### src/rtl/hsv2rgb_pkg.sv
// Shared types and constants for the HSV to RGB converter.
// No dependencies; imported by every module of the block.

package hsv2rgb_pkg;

    localparam int HUE_W      = 9;
    localparam int CH_W       = 8;
    localparam int SEC_W      = 3;
    localparam int OFS_W      = 7;        // hue offset within a 120-degree pair
    localparam int DIST_W     = 6;        // |offset - 60|, 0..60
    localparam int NUM_W      = 14;       // 15300 - sat * span
    localparam int LO_PROD_W  = 16;       // bri * (255 - sat)
    localparam int PROD_W     = 22;       // bri * (15300 - sat * span)

    localparam int HUE_TURN   = 360;
    localparam int HUE_SECTOR = 60;
    localparam int CH_FULL    = 255;
    localparam int MID_DEN    = CH_FULL * HUE_SECTOR;

    // x / 15300 == (x * RECIP_M) >> RECIP_SHIFT for every x below 2**PROD_W
    localparam int RECIP_W     = 23;
    localparam int RECIP_SHIFT = 36;
    localparam logic [RECIP_W-1:0] RECIP_M = 23'd4491470;
    localparam int SCALED_W    = PROD_W + RECIP_W;

    localparam int IN_DATA_W  = 32;
    localparam int OUT_DATA_W = 48;

    // Which channel is max, mid, min in each 60-degree sector
    typedef enum logic [SEC_W-1:0] {
        SEC_RGB = 3'd0,   // R > G > B
        SEC_GRB = 3'd1,   // G > R > B
        SEC_GBR = 3'd2,   // G > B > R
        SEC_BGR = 3'd3,   // B > G > R
        SEC_BRG = 3'd4,   // B > R > G
        SEC_RBG = 3'd5    // R > B > G
    } sector_t;

    typedef struct packed {
        sector_t             sector;
        logic [DIST_W-1:0]   span;
        logic [CH_W-1:0]     sat;
        logic [CH_W-1:0]     bri;
    } hue_stage_t;

    typedef struct packed {
        sector_t             sector;
        logic [CH_W-1:0]     hi;
        logic [CH_W-1:0]     lo;
        logic [SCALED_W-1:0] mid_scaled;
    } scale_stage_t;

    typedef struct packed {
        logic [CH_W-1:0] red;
        logic [CH_W-1:0] green;
        logic [CH_W-1:0] blue;
    } rgb_t;

endpackage

### src/rtl/hsv2rgb_sector.sv
// Stage 1: hue wrap, sector decode and distance from the sector pair center.
// Depends on hsv2rgb_pkg.

module hsv2rgb_sector
    import hsv2rgb_pkg::*;
(
    input  logic             clk,
    input  logic             rst_n,
    input  logic             en,
    input  logic             in_valid,
    input  logic [HUE_W-1:0] hue_degrees,
    input  logic [CH_W-1:0]  saturation,
    input  logic [CH_W-1:0]  brightness,
    output logic             out_valid,
    output hue_stage_t       out_stage
);

    localparam logic [HUE_W-1:0] TURN_C = HUE_W'(HUE_TURN);
    localparam logic [HUE_W-1:0] SEC_C  = HUE_W'(HUE_SECTOR);
    localparam logic [OFS_W-1:0] HALF_C = OFS_W'(HUE_SECTOR);

    logic [HUE_W-1:0] hue_wrap;
    logic [HUE_W-1:0] pair_base;
    logic [HUE_W-1:0] ofs_full;
    logic [OFS_W-1:0] ofs;
    logic [OFS_W-1:0] dist_full;
    sector_t          sector;
    hue_stage_t       stage_next;
    hue_stage_t       stage_reg;
    logic             valid_reg;

    always_comb
    begin
        hue_wrap = (hue_degrees >= TURN_C) ? hue_degrees - TURN_C : hue_degrees;

        priority if (hue_wrap < SEC_C)
            sector = SEC_RGB;
        else if (hue_wrap < 9'(2 * HUE_SECTOR))
            sector = SEC_GRB;
        else if (hue_wrap < 9'(3 * HUE_SECTOR))
            sector = SEC_GBR;
        else if (hue_wrap < 9'(4 * HUE_SECTOR))
            sector = SEC_BGR;
        else if (hue_wrap < 9'(5 * HUE_SECTOR))
            sector = SEC_BRG;
        else
            sector = SEC_RBG;

        unique case (sector)
            SEC_RGB, SEC_GRB: pair_base = '0;
            SEC_GBR, SEC_BGR: pair_base = 9'(2 * HUE_SECTOR);
            default:          pair_base = 9'(4 * HUE_SECTOR);
        endcase

        ofs_full  = hue_wrap - pair_base;
        ofs       = ofs_full[OFS_W-1:0];
        dist_full = (ofs >= HALF_C) ? ofs - HALF_C : HALF_C - ofs;

        stage_next.sector = sector;
        stage_next.span   = dist_full[DIST_W-1:0];
        stage_next.sat    = saturation;
        stage_next.bri    = brightness;
    end

    always_ff @(posedge clk or negedge rst_n)
    begin
        if (!rst_n)
            valid_reg <= 1'b0;
        else if (en)
            valid_reg <= in_valid;
    end

    always_ff @(posedge clk)
    begin
        if (en)
            stage_reg <= stage_next;
    end

    assign out_valid = valid_reg;
    assign out_stage = stage_reg;

endmodule

### src/rtl/hsv2rgb_scale.sv
// Stages 2 to 4: chroma products and the constant divisions by 255 and 15300.
// Depends on hsv2rgb_pkg.

module hsv2rgb_scale
    import hsv2rgb_pkg::*;
(
    input  logic         clk,
    input  logic         rst_n,
    input  logic         en,
    input  logic         in_valid,
    input  hue_stage_t   in_stage,
    output logic         out_valid,
    output scale_stage_t out_stage
);

    // stage 2: numerators before the brightness product
    logic [NUM_W-1:0]     sd;
    logic [NUM_W-1:0]     num_mid_next;
    logic [CH_W-1:0]      nsat_next;
    logic [NUM_W-1:0]     num_mid_reg;
    logic [CH_W-1:0]      nsat_reg;
    logic [CH_W-1:0]      bri2_reg;
    sector_t              sec2_reg;
    logic                 v2_reg;

    // stage 3: brightness products
    logic [PROD_W-1:0]    pm_next;
    logic [LO_PROD_W-1:0] pl_next;
    logic [PROD_W-1:0]    pm_reg;
    logic [LO_PROD_W-1:0] pl_reg;
    logic [CH_W-1:0]      bri3_reg;
    sector_t              sec3_reg;
    logic                 v3_reg;

    // stage 4: reciprocal product for /15300, add-and-shift for /255
    logic [LO_PROD_W:0]   lo_sum;
    scale_stage_t         s4_next;
    scale_stage_t         s4_reg;
    logic                 v4_reg;

    always_comb
    begin
        sd           = NUM_W'(in_stage.sat) * NUM_W'(in_stage.span);
        num_mid_next = NUM_W'(MID_DEN) - sd;
        nsat_next    = CH_W'(CH_FULL) - in_stage.sat;

        pm_next = PROD_W'(bri2_reg) * PROD_W'(num_mid_reg);
        pl_next = LO_PROD_W'(bri2_reg) * LO_PROD_W'(nsat_reg);

        // x / 255 == (x + (x >> 8) + 1) >> 8 for 16-bit x below 65535
        lo_sum = {1'b0, pl_reg} + (LO_PROD_W + 1)'(pl_reg >> CH_W) + 17'd1;

        s4_next.sector     = sec3_reg;
        s4_next.hi         = bri3_reg;
        s4_next.lo         = lo_sum[CH_W +: CH_W];
        s4_next.mid_scaled = SCALED_W'(pm_reg) * SCALED_W'(RECIP_M);
    end

    always_ff @(posedge clk or negedge rst_n)
    begin
        if (!rst_n)
        begin
            v2_reg <= 1'b0;
            v3_reg <= 1'b0;
            v4_reg <= 1'b0;
        end
        else if (en)
        begin
            v2_reg <= in_valid;
            v3_reg <= v2_reg;
            v4_reg <= v3_reg;
        end
    end

    always_ff @(posedge clk)
    begin
        if (en)
        begin
            num_mid_reg <= num_mid_next;
            nsat_reg    <= nsat_next;
            bri2_reg    <= in_stage.bri;
            sec2_reg    <= in_stage.sector;
            pm_reg      <= pm_next;
            pl_reg      <= pl_next;
            bri3_reg    <= bri2_reg;
            sec3_reg    <= sec2_reg;
            s4_reg      <= s4_next;
        end
    end

    assign out_valid = v4_reg;
    assign out_stage = s4_reg;

endmodule

### src/rtl/hsv2rgb_route.sv
// Stage 5: quotient extraction and sector-driven channel routing into the
// output register. Depends on hsv2rgb_pkg.

module hsv2rgb_route
    import hsv2rgb_pkg::*;
(
    input  logic         clk,
    input  logic         rst_n,
    input  logic         en,
    input  logic         in_valid,
    input  scale_stage_t in_stage,
    output logic         out_valid,
    output rgb_t         out_rgb
);

    logic [CH_W-1:0] mid;
    rgb_t            rgb_next;
    rgb_t            rgb_reg;
    logic            valid_reg;

    always_comb
    begin
        mid = in_stage.mid_scaled[RECIP_SHIFT +: CH_W];

        unique case (in_stage.sector)
            SEC_RGB: rgb_next = '{red: in_stage.hi, green: mid,         blue: in_stage.lo};
            SEC_GRB: rgb_next = '{red: mid,         green: in_stage.hi, blue: in_stage.lo};
            SEC_GBR: rgb_next = '{red: in_stage.lo, green: in_stage.hi, blue: mid};
            SEC_BGR: rgb_next = '{red: in_stage.lo, green: mid,         blue: in_stage.hi};
            SEC_BRG: rgb_next = '{red: mid,         green: in_stage.lo, blue: in_stage.hi};
            default: rgb_next = '{red: in_stage.hi, green: in_stage.lo, blue: mid};
        endcase
    end

    always_ff @(posedge clk or negedge rst_n)
    begin
        if (!rst_n)
            valid_reg <= 1'b0;
        else if (en)
            valid_reg <= in_valid;
    end

    always_ff @(posedge clk)
    begin
        if (en)
            rgb_reg <= rgb_next;
    end

    assign out_valid = valid_reg;
    assign out_rgb   = rgb_reg;

endmodule

### src/rtl/hsv_to_rgb_converter.sv
// HSV to RGB converter, top level: five-stage pipeline with stream ports.
// Depends on hsv2rgb_pkg, hsv2rgb_sector, hsv2rgb_scale, hsv2rgb_route.
//
// Usage:
//   Input stream s_axis_*: one transfer carries hue (0..359, larger values
//   wrap by 360), saturation and brightness. Output stream m_axis_*: one
//   transfer per input with red, green, blue and the packed 24-bit word.
//   An input transfer passes through the stage registers of sector, scale
//   and route to m_axis_tvalid. Throughput is one item per clock unless
//   the output stalls; all five stages advance together on one enable.
//   Stall: while m_axis_tvalid is high and m_axis_tready is low the whole
//   pipeline holds, and s_axis_tready is low in the same cycle. Bubbles
//   inside the pipeline do not collapse during a stall.
//   Reset: rst_n clears all stage valid bits; the block accepts input in
//   the first cycle after reset is released. No configuration, no state
//   beyond the pipeline.
//   The longest stage is the 22 x 23 reciprocal multiply for the /15300.

module hsv_to_rgb_converter
    import hsv2rgb_pkg::*;
(
    input  logic                  clk,
    input  logic                  rst_n,
    input  logic                  s_axis_tvalid,
    output logic                  s_axis_tready,
    // [8:0] hue_degrees, [16:9] saturation, [24:17] brightness, rest zero
    input  logic [IN_DATA_W-1:0]  s_axis_tdata,
    output logic                  m_axis_tvalid,
    input  logic                  m_axis_tready,
    // [7:0] red, [15:8] green, [23:16] blue, [47:24] packed_rgb
    output logic [OUT_DATA_W-1:0] m_axis_tdata
);

    logic         en;
    logic         v1;
    logic         v4;
    logic         v5;
    hue_stage_t   st1;
    scale_stage_t st4;
    rgb_t         rgb;

    assign en            = !v5 || m_axis_tready;
    assign s_axis_tready = en;

    hsv2rgb_sector u_sector (
        .clk         (clk),
        .rst_n       (rst_n),
        .en          (en),
        .in_valid    (s_axis_tvalid),
        .hue_degrees (s_axis_tdata[HUE_W-1:0]),
        .saturation  (s_axis_tdata[HUE_W +: CH_W]),
        .brightness  (s_axis_tdata[HUE_W + CH_W +: CH_W]),
        .out_valid   (v1),
        .out_stage   (st1)
    );

    hsv2rgb_scale u_scale (
        .clk       (clk),
        .rst_n     (rst_n),
        .en        (en),
        .in_valid  (v1),
        .in_stage  (st1),
        .out_valid (v4),
        .out_stage (st4)
    );

    hsv2rgb_route u_route (
        .clk       (clk),
        .rst_n     (rst_n),
        .en        (en),
        .in_valid  (v4),
        .in_stage  (st4),
        .out_valid (v5),
        .out_rgb   (rgb)
    );

    assign m_axis_tvalid = v5;
    assign m_axis_tdata  = {rgb.red, rgb.green, rgb.blue, rgb.blue, rgb.green, rgb.red};

endmodule

### config.mk
export PLATFORM = sky130hd
export DESIGN_NAME = hsv_to_rgb_converter
export DESIGN_NICKNAME = d
export VERILOG_FILES = /design/src/rtl/hsv2rgb_pkg.sv /design/src/rtl/hsv2rgb_sector.sv /design/src/rtl/hsv2rgb_scale.sv /design/src/rtl/hsv2rgb_route.sv /design/src/rtl/hsv_to_rgb_converter.sv
export SDC_FILE = /design/constraint.sdc
export NUM_CORES = 1
export LEC_CHECK = 0
export ABC_AREA = 1
export BUFFER_PORTS_ARGS = -buffer_cell sky130_fd_sc_hd__buf_2
export CORE_AREA = 4 4 164 324
export DETAILED_ROUTE_END_ITERATION = 8
export DIE_AREA = 0 0 168 328
export MAX_ROUTING_LAYER = met4
export PLACE_DENSITY = 0.62
export SYNTH_ARGS = -nofsm -noshare
export SYNTH_HDL_FRONTEND = slang
export SYNTH_SLANG_ARGS = --single-unit
export TNS_END_PERCENT = 30
### constraint.sdc
create_clock -name clk -period 5.65 [get_ports clk]
set_input_delay 0.2825 -clock clk [delete_from_list [all_inputs] [get_ports clk]]
set_output_delay 0.2825 -clock clk [all_outputs]
set_load 0.05 [all_outputs]
==> flow_metrics.py <==
metrics = {
    "yosys": {
        "ys_types": 46,
        "async_flop_share_pct": 3.07,
        "syn_nets": 2955,
        "synth.top_cells.by_area": "fa_1 23%, edfxtp_1 22%, ha_1 20%",
        "synth_edf_count": 158,
        "synthCells": 2343,
        "synth_area_um2": 21100,
        "ys_seq_area_share_pct": 23.1,
        "synth_top_area_share_pct": 23.3,
        "yosys.area.top_type": "fa_1",
        "yosys_warnings": 0,
        "synth_ff_type": "edfxtp_1",
        "ys_ff_latch": 163,
        "syn_area_per_cell_um2": 9.01,
    },
    "sta": {
        "tightest_slew_ns": 0.868,
        "final_hold_viol_count": 0,
        "whs_ns": 0.0144,
        "fin_setup_tns_ns": 0,
        "setup_viol": 0,
        "slew_viol_final": 0,
        "max_slew_margin_pct": 42.1,
        "fin_skew_ns": 0.0120,
        "max_freq_mhz": 184,
        "period_minus_slack_ns": 5.43,
        "rsz0062_at_grt": "true",
        "fin_crit_sh_pct": 96.1,
    },
    "worst_hold_path": {
        "hp-class": "in -> reg",
        "min_path_cells": 1,
    },
    "run_status": {
        "status": "finished clean",
    },
    "critical_path": {
        "r2r_start": "u_scale.pm_reg[15]$_DFFE_PP_",
        "rr_worst_depth": 19,
        "critical_path_depth": 19,
        "path_delay_family": "adder cells",
        "cpMostUsedCell": "fa_1",
        "path_max_fanout": 3,
        "endpoint": "u_scale.out_stage[42]$_DFFE_PP_",
        "required_ns": 5.84,
        "cpPeakStageDelay_ns": 0.52,
        "path_cells": "buf_4, ha_1, fa_1, inv_1, fa_1, inv_1, ha_1, fa_1, fa_1, fa_1, ha_1, a21oi_1, o21ai_0, o211ai_1, nand3_1, nand2_1, nand3_1, nand2_1, nand2_1",
        "crit_slowest_cell": "fa_1",
        "cp-start-kind": "register",
        "rrSetupSlack_ns": 0.22,
        "endpoint_kind": "register",
        "reg2reg_to": "u_scale.out_stage[42]$_DFFE_PP_",
        "crit_type": "reg -> reg",
        "arrival_ns": 5.62,
        "cp.buffers_inverters": 3,
        "cp-startpoint": "u_scale.pm_reg[15]$_DFFE_PP_",
    },
    "cts": {
        "tritoncts": "built",
        "htreeDepth": 4,
        "clock_sinks": 163,
        "numCtsBuffers": 17,
        "insertion_delay_ns": 0.45,
        "cts_root_buf": "clkbuf_16",
        "cts.clk_slew.worst_paths_ns": 0.07,
        "clock_path_buffers": 2,
    },
    "floorplanning": {
        "io_pins": 86,
        "die_w_um": 168,
        "core.rowCount": 117,
        "initial_core_util_pct": 41.5,
        "die_h_um": 328,
        "die-area_um2": 55100,
        "core-area_um2": 50800,
    },
    "final_layout": {
        "diodes": 0,
        "final.fill_count": 4851,
        "regArea_um2": 4870,
        "drive_gt1_share_pct": 7.61,
        "syn2layout_area_growth_pct": 9.35,
        "final_cell_area_um2": 23100,
        "multi_input_area_um2": 13500,
        "most-common-layout-cells": "631 x inv_1, 428 x nand2_1, 328 x ha_1",
        "nets": 3044,
        "largest_register_ffs": 27,
        "final_common_cell": "inv_1",
    },
    "routing": {
        "route.detailed.drc": 0,
        "first_iter_violations": 580,
        "dr.pass1.iters": 5,
        "vias": 15500,
        "wirelength_mm": 50.8,
        "antenna_left": 0,
        "routed_via_density": 5.01,
        "post_drt_wl_per_cell_um": 16.4,
    },
    "grt": {
        "antenna_found_initial": 0,
        "grt_usage_pct": 19.4,
        "first_global_vias": 16600,
        "grt-ovfl-total": 0,
        "grt_start_max_net_pins": 52,
        "grt_pass1_wl_mm": 82.7,
    },
    "placed_design": {
        "routabilityCongestion": 0.953,
        "portBuffers": 78,
        "placedInstanceArea_um2": 22200,
        "dp_hpwl_mm": 44.1,
    },
    "flow_run": {
        "drv_cap": 0,
    },
}
-- kinds of logic after synthesis --
logic type	count (synthesis)	synth area share, %
buffers and inverters	705	13.1
and+or+nand+nor	603	11.8
adders and majority gates	576	42.9
AOI/OAI and AO/OA	231	6.40
DFF	163	23.1
xor gates and xnor gates	64	2.66
muxes	1	0.0534
-- repair_timing --
action,CTS,global route
hold buffers,15,0
buffers inserted,0,11
hold endpoints to repair,19,0
setup endpoints to repair,0,7
resized for setup,0,7
-- Yosys cell counts, types with 13 or more instances --
library cell	number
xnor2_1	23
xor2_1	41
nor3_1	13
fa_1	246
clkbuf_1	33
nand4_1	14
o21ai_0	57
nand3_1	33
a21oi_1	95
ha_1	330
buf_4	26
inv_1	631
edfxtp_1	158
nor2_1	83
nand2_1	429
o221ai_1	18
-- area by class of cell --
| class | instances | share of cell area (%) |
|---|---|---|
| flip-flops and latches | 163 | 21.1 |
| clock inverters | 15 | 0.727 |
| well taps | 654 | 3.55 |
| clock buffers | 17 | 1.84 |
| multi-input cells | 1475 | 58.6 |
| repair buffers | 139 | 3.84 |
| inverters | 636 | 10.3 |
-- layer usage --
metal	track usage [%]	vias to the layer above	share of wire, %
met5	-	-	0
met4	10.4	0	6.3
met3	1.70	140	2.4
met2	39.0	361	58
met1	17.5	7576	33
li1	-	7443	-
-- worst min path at each step --
| stage | startpoint | end | slack [ns] |
|---|---|---|---|
| after global routing | s_axis_tdata[21] | u_sector.out_stage[4]$_DFFE_PP_ | 0.007 |
| after global placement | rst_n | u_sector.out_valid$_DFFE_PN0P_ | 0.1 |
| after detailed placement | rst_n | u_sector.out_valid$_DFFE_PN0P_ | 0.1 |
| after CTS | s_axis_tdata[19] | u_sector.out_stage[2]$_DFFE_PP_ | 0.0004 |
| after floorplan | rst_n | u_route.out_valid$_DFFE_PN0P_ | -0.01 |
| final | s_axis_tdata[19] | u_sector.out_stage[2]$_DFFE_PP_ | 0.01 |
-- per-stage QoR --
stage | instances | setup WS [ns] | utilization (%)
3_3_place_gp | 3041 | 0.211 | 43.7
3_5_place_dp | 3041 | 0.192 | 43.7
6_report | 3099 | 0.218 | 45.4
5_1_grt | 3099 | -0.0236 | 45.4
4_1_cts | 3088 | 0.186 | 45.2
2_1_floorplan | 2343 | 0.501 | -
Power is not shown: default switching activity piles up to over one toggle a cycle in this logic, so the estimate is an artifact.
